==> config.mk <==
export PLATFORM = sky130hd
export DESIGN_NAME = kmpa_ctrl
export DESIGN_NICKNAME = d
export VERILOG_FILES = /design/src/design/kmpa_pkg.sv /design/src/design/kmpa_ctrl.sv
export SDC_FILE = /design/constraint.sdc
export NUM_CORES = 1
export LEC_CHECK = 0
export BUFFER_PORTS_ARGS = -buffer_cell sky130_fd_sc_hd__buf_4
export CORE_UTILIZATION = 44
export DETAILED_ROUTE_END_ITERATION = 10
export GPL_TIMING_DRIVEN = 1
export PLACE_DENSITY_LB_ADDON = 0.3
export SYNTH_ARGS = -nofsm -noshare
export SYNTH_HDL_FRONTEND = slang
export SYNTH_SLANG_ARGS = --single-unit
export TNS_END_PERCENT = 50
==> constraint.sdc <==
create_clock -name clk -period 1.3 [get_ports clk]
set_input_delay 0.065 -clock clk [delete_from_list [all_inputs] [get_ports clk]]
set_output_delay 0.065 -clock clk [all_outputs]
set_load 0.1 [all_outputs]
==> src/design/kmpa_pkg.sv <==
`timescale 1ns / 1ps
`default_nettype none

package kmpa_pkg;

  localparam int MAX_PIXELS     = 64;
  localparam int MAX_PARTITIONS = 4;
  localparam int NUM_CENTRES    = 4;
  localparam int NUM_CHANNELS   = 4;
  localparam int CHAN_W         = 16;
  localparam int SQ_W           = 2 * CHAN_W;
  localparam int PROD_W         = SQ_W + CHAN_W;
  localparam int DIST_W         = PROD_W + 2;
  localparam int PART_W         = 2;
  localparam int PIX_IDX_W      = 6;
  localparam int NP_W           = 3;
  localparam int PASS_W         = 3;
  localparam int CFG_IDX_W      = 3;
  localparam int CFG_W          = 64;

  localparam logic [CFG_IDX_W-1:0] CFG_PCOUNT   = 3'd0;
  localparam logic [CFG_IDX_W-1:0] CFG_CENTRE_0 = 3'd1;
  localparam logic [CFG_IDX_W-1:0] CFG_CENTRE_1 = 3'd2;
  localparam logic [CFG_IDX_W-1:0] CFG_CENTRE_2 = 3'd3;
  localparam logic [CFG_IDX_W-1:0] CFG_CENTRE_3 = 3'd4;
  localparam logic [CFG_IDX_W-1:0] CFG_WEIGHTS  = 3'd5;

  typedef struct packed {
    logic              take;
    logic              sq_en;
    logic              mul_en;
    logic              sum_en;
    logic              pair_en;
    logic              commit;
    logic              fix_rd;
    logic              fix_apply;
    logic [PART_W-1:0] fix_idx;
    logic              emit_rd;
    logic              out_load;
    logic              emit_next;
    logic              block_clear;
  } cmd_t;

  typedef struct packed {
    logic            blk_last;
    logic            fix_empty;
    logic            out_free;
    logic            emit_last;
    logic [NP_W-1:0] limit;
  } sts_t;

endpackage

`default_nettype wire

==> src/design/kmpa_ctrl.sv <==
`timescale 1ns / 1ps
`default_nettype none

module kmpa_ctrl (
  input  wire                 clk,
  input  wire                 rst_n,
  input  wire                 in_valid,
  output logic                in_stall,
  input  wire kmpa_pkg::sts_t sts,
  output kmpa_pkg::cmd_t      cmd
);

  localparam logic [3:0] S_IDLE    = 4'd0;
  localparam logic [3:0] S_SQ      = 4'd1;
  localparam logic [3:0] S_MUL     = 4'd2;
  localparam logic [3:0] S_SUM     = 4'd3;
  localparam logic [3:0] S_PAIR    = 4'd4;
  localparam logic [3:0] S_CMP     = 4'd5;
  localparam logic [3:0] S_FIX_RD  = 4'd6;
  localparam logic [3:0] S_FIX_UP  = 4'd7;
  localparam logic [3:0] S_EMIT_RD = 4'd8;
  localparam logic [3:0] S_EMIT_LD = 4'd9;

  localparam int PW  = kmpa_pkg::PART_W;
  localparam int NPW = kmpa_pkg::NP_W;
  localparam int SW  = kmpa_pkg::PASS_W;

  logic [3:0]    state_r, state_nxt;
  logic [PW-1:0] fix_i_r, fix_i_nxt;
  logic [SW-1:0] pass_r, pass_nxt;
  logic          changed_r, changed_nxt;
  logic          any_change;

  assign in_stall   = (state_r != S_IDLE);
  assign any_change = changed_r || sts.fix_empty;

  always_comb begin
    state_nxt   = state_r;
    fix_i_nxt   = fix_i_r;
    pass_nxt    = pass_r;
    changed_nxt = changed_r;
    cmd         = '0;
    cmd.fix_idx = fix_i_r;
    case (state_r)
      S_IDLE: begin
        if (in_valid) begin
          cmd.take  = 1'b1;
          state_nxt = S_SQ;
        end
      end
      S_SQ: begin
        cmd.sq_en = 1'b1;
        state_nxt = S_MUL;
      end
      S_MUL: begin
        cmd.mul_en = 1'b1;
        state_nxt  = S_SUM;
      end
      S_SUM: begin
        cmd.sum_en = 1'b1;
        state_nxt  = S_PAIR;
      end
      S_PAIR: begin
        cmd.pair_en = 1'b1;
        state_nxt   = S_CMP;
      end
      S_CMP: begin
        cmd.commit = 1'b1;
        if (sts.blk_last) begin
          fix_i_nxt   = '0;
          pass_nxt    = '0;
          changed_nxt = 1'b0;
          state_nxt   = S_FIX_RD;
        end else begin
          state_nxt = S_IDLE;
        end
      end
      S_FIX_RD: begin
        cmd.fix_rd = 1'b1;
        state_nxt  = S_FIX_UP;
      end
      S_FIX_UP: begin
        cmd.fix_apply = 1'b1;
        changed_nxt   = any_change;
        state_nxt     = S_FIX_RD;
        if (NPW'(fix_i_r) + NPW'(1) == sts.limit) begin
          fix_i_nxt = '0;
          if (!any_change || pass_r == SW'(kmpa_pkg::MAX_PARTITIONS)) begin
            state_nxt = S_EMIT_RD;
          end else begin
            pass_nxt    = pass_r + SW'(1);
            changed_nxt = 1'b0;
          end
        end else begin
          fix_i_nxt = fix_i_r + PW'(1);
        end
      end
      S_EMIT_RD: begin
        cmd.emit_rd = 1'b1;
        state_nxt   = S_EMIT_LD;
      end
      S_EMIT_LD: begin
        if (sts.out_free) begin
          cmd.out_load = 1'b1;
          if (sts.emit_last) begin
            cmd.block_clear = 1'b1;
            state_nxt       = S_IDLE;
          end else begin
            cmd.emit_next = 1'b1;
            state_nxt     = S_EMIT_RD;
          end
        end
      end
      default: begin
        state_nxt = S_IDLE;
      end
    endcase
  end

  always_ff @(posedge clk) begin
    if (!rst_n) begin
      state_r   <= S_IDLE;
      fix_i_r   <= '0;
      pass_r    <= '0;
      changed_r <= 1'b0;
    end else begin
      state_r   <= state_nxt;
      fix_i_r   <= fix_i_nxt;
      pass_r    <= pass_nxt;
      changed_r <= changed_nxt;
    end
  end

endmodule

`default_nettype wire

==> impl_results.md, run 1 <==
* Initial core utilization at 48.5%
* Standard-cell rows at 14
* Count of distinct cell types in the synthesized netlist at 39
* Standard cell area after detailed placement at 1140 µm²
* Number of buffers on the longest clock path at 2
* Number of placed I/O pins at 25
* Vertical extent of the die at 43.2 µm
* Critical endpoint after global-route timing repair: state_r[2]$_SDFFE_PN0P_/D
* Largest net degree at the start of global routing at 9
* Run status: aborted with a tool error
* Die W at 43.2 µm
* Post-Synthesis Mean Instance Area at 7.63 µm²
* Worst endpoint pin kind: register input
* Syn Inst Count at 98
* Stopped at: 5_1_grt
* Synthesis-stage register bit count at 10
* Tool error: [ERROR DPL-0038] Utilization greater than 100%, impossible to legalize
* TritonCTS Buffers at 3
* Weighted congestion at the end of routability-driven global placement at 0.819
* Count of buffers from port buffering at 24
* Summed instance area of the synthesized netlist at roughly 750 µm²
* CTS sink count at 10
* Half-perimeter wire length after detailed placement at 1600 µm
* Maximum level of the CTS H-tree at 1
* Ys Warns at 0
* DP Cell Count at 148
* Cell at the root of the clock tree: sky130_fd_sc_hd__clkbuf_4
* Syn_nets at 111
* Proportion of synthesized chip area in sequential cells at 26.8%
==> Yosys cell counts, drive strengths merged <==
cell	count	area, µm²
nand2b	4	32.5
o211ai	1	7.51
and3	3	20.0
o31ai	2	15.0
a22oi	1	7.51
buf	5	31.3
nor3b	1	7.51
dfxtp	10	200
nor4	2	12.5
a31oi	2	12.5
nand2	11	41.3
a311oi	1	8.76
a32oi	2	17.5
o31a	1	8.76
nor3	7	35.0
clkbuf	1	3.75
xnor2	2	17.5
mux2i	2	20.0
nor2b	2	12.5
o32ai	1	8.76
and2	1	6.26
xor2	1	8.76
ha	3	37.5
nand4	1	6.26
o2bb2ai	1	8.76
a21oi	2	10.0
nand3	3	20.0
inv	6	22.5
o21ai	3	15.0
a211oi	2	20.0
nor2	13	48.8
nand4b	1	23.8
==> cell families after synthesis <==
logic type / share of synthesized area (%)
fa+ha+maj: 5.02
simple gates: 35.6
flops: 26.8
buf+inv: 7.69
mux: 2.68
xor+xnor: 3.51
compound gates: 18.7
==> repair_timing <==
action,in CTS
pin swaps,5
gates resized for setup,54
hold buffers,1
setup endpoints to repair,22
endpoints found under the hold margin,1
setup buffers,3
gates cloned,0
==> through the flow <==
stage / setup slack, ns / util (%)
after floorplan: -0.669 / -
after global placement: -0.0293 / 74.2
after detailed placement: -0.103 / 74.2
after CTS: -0.132 / 92.9
==> run 2, diff against run 1 <==
--- a/config.mk
+++ b/config.mk
@@ -6,10 +6,11 @@
 export NUM_CORES = 1
 export LEC_CHECK = 0
 export BUFFER_PORTS_ARGS = -buffer_cell sky130_fd_sc_hd__buf_4
-export CORE_UTILIZATION = 44
+export CORE_AREA = 2 2 63 65
 export DETAILED_ROUTE_END_ITERATION = 10
+export DIE_AREA = 0 0 65 67
 export GPL_TIMING_DRIVEN = 1
-export PLACE_DENSITY_LB_ADDON = 0.3
+export PLACE_DENSITY_LB_ADDON = 0.15
 export SYNTH_ARGS = -nofsm -noshare
 export SYNTH_HDL_FRONTEND = slang
 export SYNTH_SLANG_ARGS = --single-unit
==> constraint.sdc (replaced) <==
create_clock -name clk -period 1.7 [get_ports clk]
set_input_delay 0.085 -clock clk [delete_from_list [all_inputs] [get_ports clk]]
set_output_delay 0.085 -clock clk [all_outputs]
set_load 0.1 [all_outputs]
==> run 2 against run 1 <==
- the flow now finishes without violations
- synthesized cell count is the same
- area after synthesis unchanged
==> impl_results.md, run 2 <==
* CTS sink count at 10
* Post-synth top cells: sky130_fd_sc_hd__nor2_1 (13), sky130_fd_sc_hd__nand2_1 (11), sky130_fd_sc_hd__dfxtp_1 (10)
* Slew Limit Fails at 0
* Commonest non-fill, non-tap cells in the layout: sky130_fd_sc_hd__buf_4 (29), sky130_fd_sc_hd__nor2_1 (13), sky130_fd_sc_hd__nand2_1 (11)
* Initial core utilization at between 20% and 30%
* Number of global-route vias before repair at 774
* Detailed-route via count at 781
* Worst VDD drop at 0.279 mV
* Number of failing hold endpoints at the final stage at 0
* Filler cell count in the final layout at around 390
* Count of flip-flops with a built-in enable after synthesis at 0
* Area of the core at roughly 3600 µm²
* Registers with the most flip-flops: state_r (4), pass_r (3), fix_i_r (2)
* Total track usage at 10.4%
* Type of origin of the critical path: flop
* Maximum level of the CTS H-tree at 1
* Syn_nets at ~110
* Syn Inst Count at 98
* Number of detailed-routing iterations run before antenna repair at 4
* Post-Synthesis Mean Instance Area at 7.63 µm²
* Standard-cell rows at 22
* Post-CTS Setup Repair Bufs at 0
* Number of buffers on the longest clock path at 2
* Most common cell after layout, fill and taps aside: sky130_fd_sc_hd__buf_4
* Number of maximum-capacitance violations at 0
* Synthesis-stage register bit count at 10
* Max Freq at between 600 and 700 MHz
* Global route overflow at 0
* Half-perimeter wire length after detailed placement at roughly 1700 µm
* Post-synth top area share at 26.8%
* Proportion of register bits with asynchronous set or reset after synthesis at 0%
* Finished Layout Cells at 173
* Clk_lat worst skew at 0.23 ns
* Remaining routing DRC violations at 0
* Number of placed I/O pins at 25
* Area contributors post-synth: sky130_fd_sc_hd__dfxtp_1 (27%), sky130_fd_sc_hd__nor2_1 (6.5%), sky130_fd_sc_hd__nand2_1 (5.5%)
* Maximum fanout along the worst path at 3
* Power per Cell Area at about 730 nW/µm²
* Overall routed net length at 2060 µm
* Number of gates resized after CTS at 0
* Number of nets in the layout at between 100 and 150
* Static leakage at between 0.5 and 0.6 nW
* Tightest hold margin at around 0.038 ns
* Largest reg by FF count: state_r
* DRT antenna net count at 0
* Unrepaired setup endpoints after global routing: false
* Weighted congestion at the end of routability-driven global placement at 0.757
* Worst Hold Class: in2reg
* Vertical extent of the die at 67 µm
* Ys Warns at 0
* Post-Route Skew at between 0.003 and 0.004 ns
* Count of distinct cell types in the synthesized netlist at 39
* Number of flip-flops under the largest register name at 4
* Cell with the most instances after synthesis: sky130_fd_sc_hd__nor2_1
* Min Tclk post-route at ~1.6 ns
* Largest area contributor in the synthesized netlist: sky130_fd_sc_hd__dfxtp_1
* Cell at the root of the clock tree: sky130_fd_sc_hd__clkbuf_8
* Final core utilization at 30.6%
* Clock transition at the register clock pins on the worst setup and hold paths after CTS at 0.05 ns
* Global-route wire length before repair at 3440 µm
* Share of cells above drive strength 1 at between 40% and 50%
* Drt first-iter violations at 26
* Number of antenna violations at the first check in global routing at 0
* Largest net degree at the start of global routing at 12
* Run status: finished, final reports clean
* Layout area overhead at 47.3%
* Critical Path Sink Type: output pin
* Count of buffers from port buffering at 24
* CTS tree: done
* TritonCTS Buffers at 3
* Drt wl/cell at 11.9 µm
* Prevailing post-synth register cell: sky130_fd_sc_hd__dfxtp_1
* Die W at 65 µm
* Worst-margin pin slew at between 0.3 and 0.4 ns
* Required time worst endpoint at 1.62 ns
* DP Cell Count at 169
* Worst slew margin at 78.1%
* Vias per std cell at 4.51
* # hold bufs at CTS at 0
* Startpoint-to-endpoint class of the critical path: reg2out
* # setup viols final at 0
* Critical path arrival at 1.47 ns
* Number of antenna diodes at 0
* Proportion of synthesized chip area in sequential cells at 26.8%
* Summed instance area of the synthesized netlist at 748 µm²
* Final Cycle Share at 91.5%
* Die footprint at 4360 µm²
[run 2: final cells by class]
type                    instances  area, µm²  area share (%)
clock buffers                   3       41.3            3.75
clock inverters                 1       3.75           0.341
inverters                       6       22.5            2.04
multi-input cells              76        546            49.5
flip-flops and latches         10        211            19.2
well taps                      48       60.1            5.45
repair buffers                 29        218            19.8
[run 2: power breakdown]
part / internal [mW] / switching [mW]
clock: 0.159 / 0.0953
combinational: 0.0804 / 0.220
sequential: 0.240 / 0.0146
total: 0.479 / 0.330
[run 2: through the flow]
step | setup TNS (ns) | total power [mW] | instance area [µm²] | worst slack [ns]
4_1_cts | 0 | 0.825 | 1100 | 0.0148
3_5_place_dp | 0 | 0.561 | 1050 | 0.141
3_3_place_gp | 0 | 0.560 | 1050 | 0.181
5_1_grt | 0 | 0.855 | 1100 | 0.0411
2_1_floorplan | -1.57 | 0.482 | 813 | -0.329
6_report | 0 | 0.809 | 1100 | 0.144
[run 2: worst paths after layout]
kind                            from                       to  slack [ns]  cells past startpoint
min                           sts[4]  state_r[0]$_SDFFE_PN0P_        0.04                      2
max          state_r[1]$_SDFFE_PN0P_                   cmd[0]        0.14                      5
max reg2reg  fix_i_r[0]$_SDFFE_PN0P_   pass_r[2]$_SDFFE_PN0P_        0.15                      5
min reg2reg   pass_r[1]$_SDFFE_PN0P_   pass_r[1]$_SDFFE_PN0P_        0.48                      2
[run 2: cell families (layout without fill, tap and decap cells)]
| group | count (synthesis) | count (layout) | synth area share [%] |
|---|---|---|---|
| compound gates | 19 | 19 | 18.7 |
| xor+xnor | 3 | 3 | 3.51 |
| fa+ha+maj | 3 | 3 | 5.02 |
| buf+inv | 12 | 39 | 7.69 |
| flops | 10 | 10 | 26.8 |
| mux | 2 | 2 | 2.68 |
| simple gates | 49 | 49 | 35.6 |
[run 2: critical path: stages, from the launching register on]
cell and delay (ns):
sky130_fd_sc_hd__dfxtp_1 0.34, sky130_fd_sc_hd__nand2b_1 0.17, sky130_fd_sc_hd__buf_4 0.17, sky130_fd_sc_hd__nor3_4 0.13, sky130_fd_sc_hd__and2_4 0.15, sky130_fd_sc_hd__buf_4 0.27
[run 2: layer usage]
| layer | wire length, µm | vias up | global-route usage [%] |
|---|---|---|---|
| li1 | - | 402 | - |
| met1 | 967 | 366 | 12.6 |
| met2 | 1010 | 11 | 17.7 |
| met3 | 82 | 2 | 3.89 |
| met4 | 8 | 0 | 1.60 |
| met5 | 0 | - | 0 |
Power figures use the tool's default switching activity.
==> run 3, diff against run 2 <==
==> constraint.sdc (replaced) <==
create_clock -name clk -period 1.5 [get_ports clk]
set_input_delay 0.3 -clock clk [delete_from_list [all_inputs] [get_ports clk]]
set_output_delay 0.3 -clock clk [all_outputs]
set_load 0.1 [all_outputs]
==> run 3 against run 2 <==
- the flow now finishes with violations (setup timing)
- routed wire length up 9.1%
- total power rose by 33%
- sequential share of layout area down 4.0 points
- combinational power rose by 50%
- register-to-register slack lost 0.04 ns
- die area unchanged
- clock-buffer cell count grew 1
- clock power grew 38%
- sequential power increased by 10%
- sequential cell count did not move
- hold slack improved by 0.22 ns
- critical endpoint is now cmd[1]
- highest routed layer unchanged
==> impl_results.md, run 3 (synthesized netlist as in run 2, its figures left out) <==
* Layout area overhead at 93.3%
* Number of buffers and inverters on the critical path at 1
* Critical path arrival at about 1.3 ns
* Number of nets in the layout at 151
* Detailed-route via count at 835
* Critical Path Sink Type: output pin
* Post-Route Skew at 0.00191 ns
* Cell at the root of the clock tree: sky130_fd_sc_hd__clkbuf_8
* Power per Cell Area at 746 nW/µm²
* Run status: complete, but fails checks
* Overall routed net length at between 2000 and 2500 µm
* Max Freq at 620 MHz
* Standard-cell rows at 22
* Area of the core at 3610 µm²
* Met3 Routed Length at 105 µm
* Drt wl/cell at 12.2 µm
* Number of placed I/O pins at 25
* Master of the slowest instance on the critical path: sky130_fd_sc_hd__dfxtp_4
* TritonCTS Buffers at 3
* Largest reg by FF count: state_r
* Maximum fanout along the worst path at 5
* Worst VDD drop at 0.306 mV
* Slew Limit Fails at 0
* Remaining routing DRC violations at 0
* Vertical extent of the die at 67 µm
* Worst setup slack before clock tree synthesis at 0.0103 ns
* Die W at 65 µm
* Number of antenna violations at the first check in global routing at 0
* Static leakage at 0.613 nW
* Failing checks: setup timing
* Commonest non-fill, non-tap cells in the layout: sky130_fd_sc_hd__buf_4 (25), sky130_fd_sc_hd__nand2_1 (11), sky130_fd_sc_hd__nor2_1 (9)
* CTS tree: done
* Slack of the worst reg-to-reg path at 0.11 ns
* Worst Hold Class: in2reg
* Routed wl met2 at 1120 µm
* Half-perimeter wire length after detailed placement at 1770 µm
* Global-route wire length before repair at 3640 µm
* Filler cell count in the final layout at 365
* Clock transition at the register clock pins on the worst setup and hold paths after CTS at 0.05 ns
* Met1 Wirelength at between 1000 and 1500 µm
* Weighted congestion at the end of routability-driven global placement at 0.775
* Number of maximum-capacitance violations at 0
* # hold bufs at CTS at 0
* Largest net degree at the start of global routing at 10
* Registers with the most flip-flops: state_r (4), pass_r (3), fix_i_r (2)
* Number of flip-flops under the largest register name at 4
* DRT antenna net count at 0
* Initial core utilization at 20.7%
* Drt first-iter violations at 15
* Worst slew margin at between 70% and 80%
* Worst setup margin at -0.112 ns
* Required time worst endpoint at 1.20 ns
* Maximum level of the CTS H-tree at 1
* Number of failing hold endpoints at the final stage at 0
* Min Tclk post-route at ~1.6 ns
* List of cells traversed by the critical path: nand2b_4 -> nor4_4 -> buf_6
* Startpoint-to-endpoint class of the critical path: reg2out
* Highest cell delay on the worst timing path at 0.35 ns
* Count of buffers from port buffering at 24
* Clk_lat worst skew at 0.24 ns
* Total track usage at between 10% and 20%
* Number of buffers on the longest clock path at 2
* CTS sink count at 10
* Die footprint at 4360 µm²
* Max layer used: met4
* Number of global-route vias before repair at 812
* Number of detailed-routing iterations run before antenna repair at 4
* Share of cells above drive strength 1 at between 50% and 60%
* Type of origin of the critical path: flop
* Final Cycle Share at 107%
* # setup viols final at 8
* Worst-margin pin slew at 0.336 ns
* Global route overflow at 0
* Number of antenna diodes at 0
* Unrepaired setup endpoints after global routing: true
* Tightest hold margin at 0.254 ns
* Vias per std cell at 4.51
* Most common cell after layout, fill and taps aside: sky130_fd_sc_hd__buf_4
* Family with the most delay on the worst path: simple AND/OR/NAND/NOR gates
-- run 3: cell count changes in the layout (fill, tap and decap cells not counted), moves of 4 or more --
| cell | before | now |
|---|---|---|
| sky130_fd_sc_hd__buf_12 | 0 | 7 |
| sky130_fd_sc_hd__buf_6 | 0 | 7 |
| sky130_fd_sc_hd__buf_4 | 29 | 25 |
| sky130_fd_sc_hd__nor2_1 | 13 | 9 |
-- run 3: through the flow --
step | instance area, µm² | cells | total power, mW | util, % | TNS [ns]
floorplan | 852 | 98 | 0.554 | - | -4.30
global placement | 1140 | 176 | 0.667 | 31.7 | 0
detailed placement | 1140 | 176 | 0.665 | 31.7 | 0
CTS | 1330 | 180 | 1.07 | 36.8 | -0.745
global route | 1450 | 185 | 1.13 | 40.1 | -1.06
finish | 1450 | 185 | 1.08 | 40.1 | -0.541
-- run 3: area by class of cell --
class	count	area, µm²	share of cell area, %
clock buffer	4	55.1	3.81
inverter	6	25.0	1.73
multi-input combinational	76	649	44.9
tap	48	60.1	4.15
sequential	10	220	15.2
timing repair buffer	41	437	30.2
-- run 3: path summary, 6_finish.rpt --
| check | from | to | depth (start not counted) |
|---|---|---|---|
| max | state_r[2]$_SDFFE_PN0P_ | cmd[1] | 3 |
| min | sts[4] | state_r[0]$_SDFFE_PN0P_ | 2 |
| max reg2reg | fix_i_r[1]$_SDFFE_PN0P_ | pass_r[2]$_SDFFE_PN0P_ | 5 |
| min reg2reg | pass_r[0]$_SDFFE_PN0P_ | pass_r[0]$_SDFFE_PN0P_ | 2 |
-- run 3: per-layer routing --
| metal | up-vias | track usage, % |
|---|---|---|
| li1 | 425 | - |
| met2 | 15 | 18.3 |
| met3 | 3 | 3.72 |
| met1 | 392 | 13.9 |
| met4 | 0 | 2.39 |
| met5 | - | 0 |
-- run 3: what timing repair did --
action	CTS	global route
gates cloned	0	0
endpoints found under the setup margin	13	21
pin swaps	3	2
setup buffers	0	5
resized for setup	33	20
-- run 3: report_power, final --
part,internal [mW],switching (mW),leakage [nW],total [mW]
Clock,0.232,0.118,0.0288,0.350
Sequential,0.270,0.0107,0.0852,0.281
Combinational,0.162,0.287,0.499,0.449
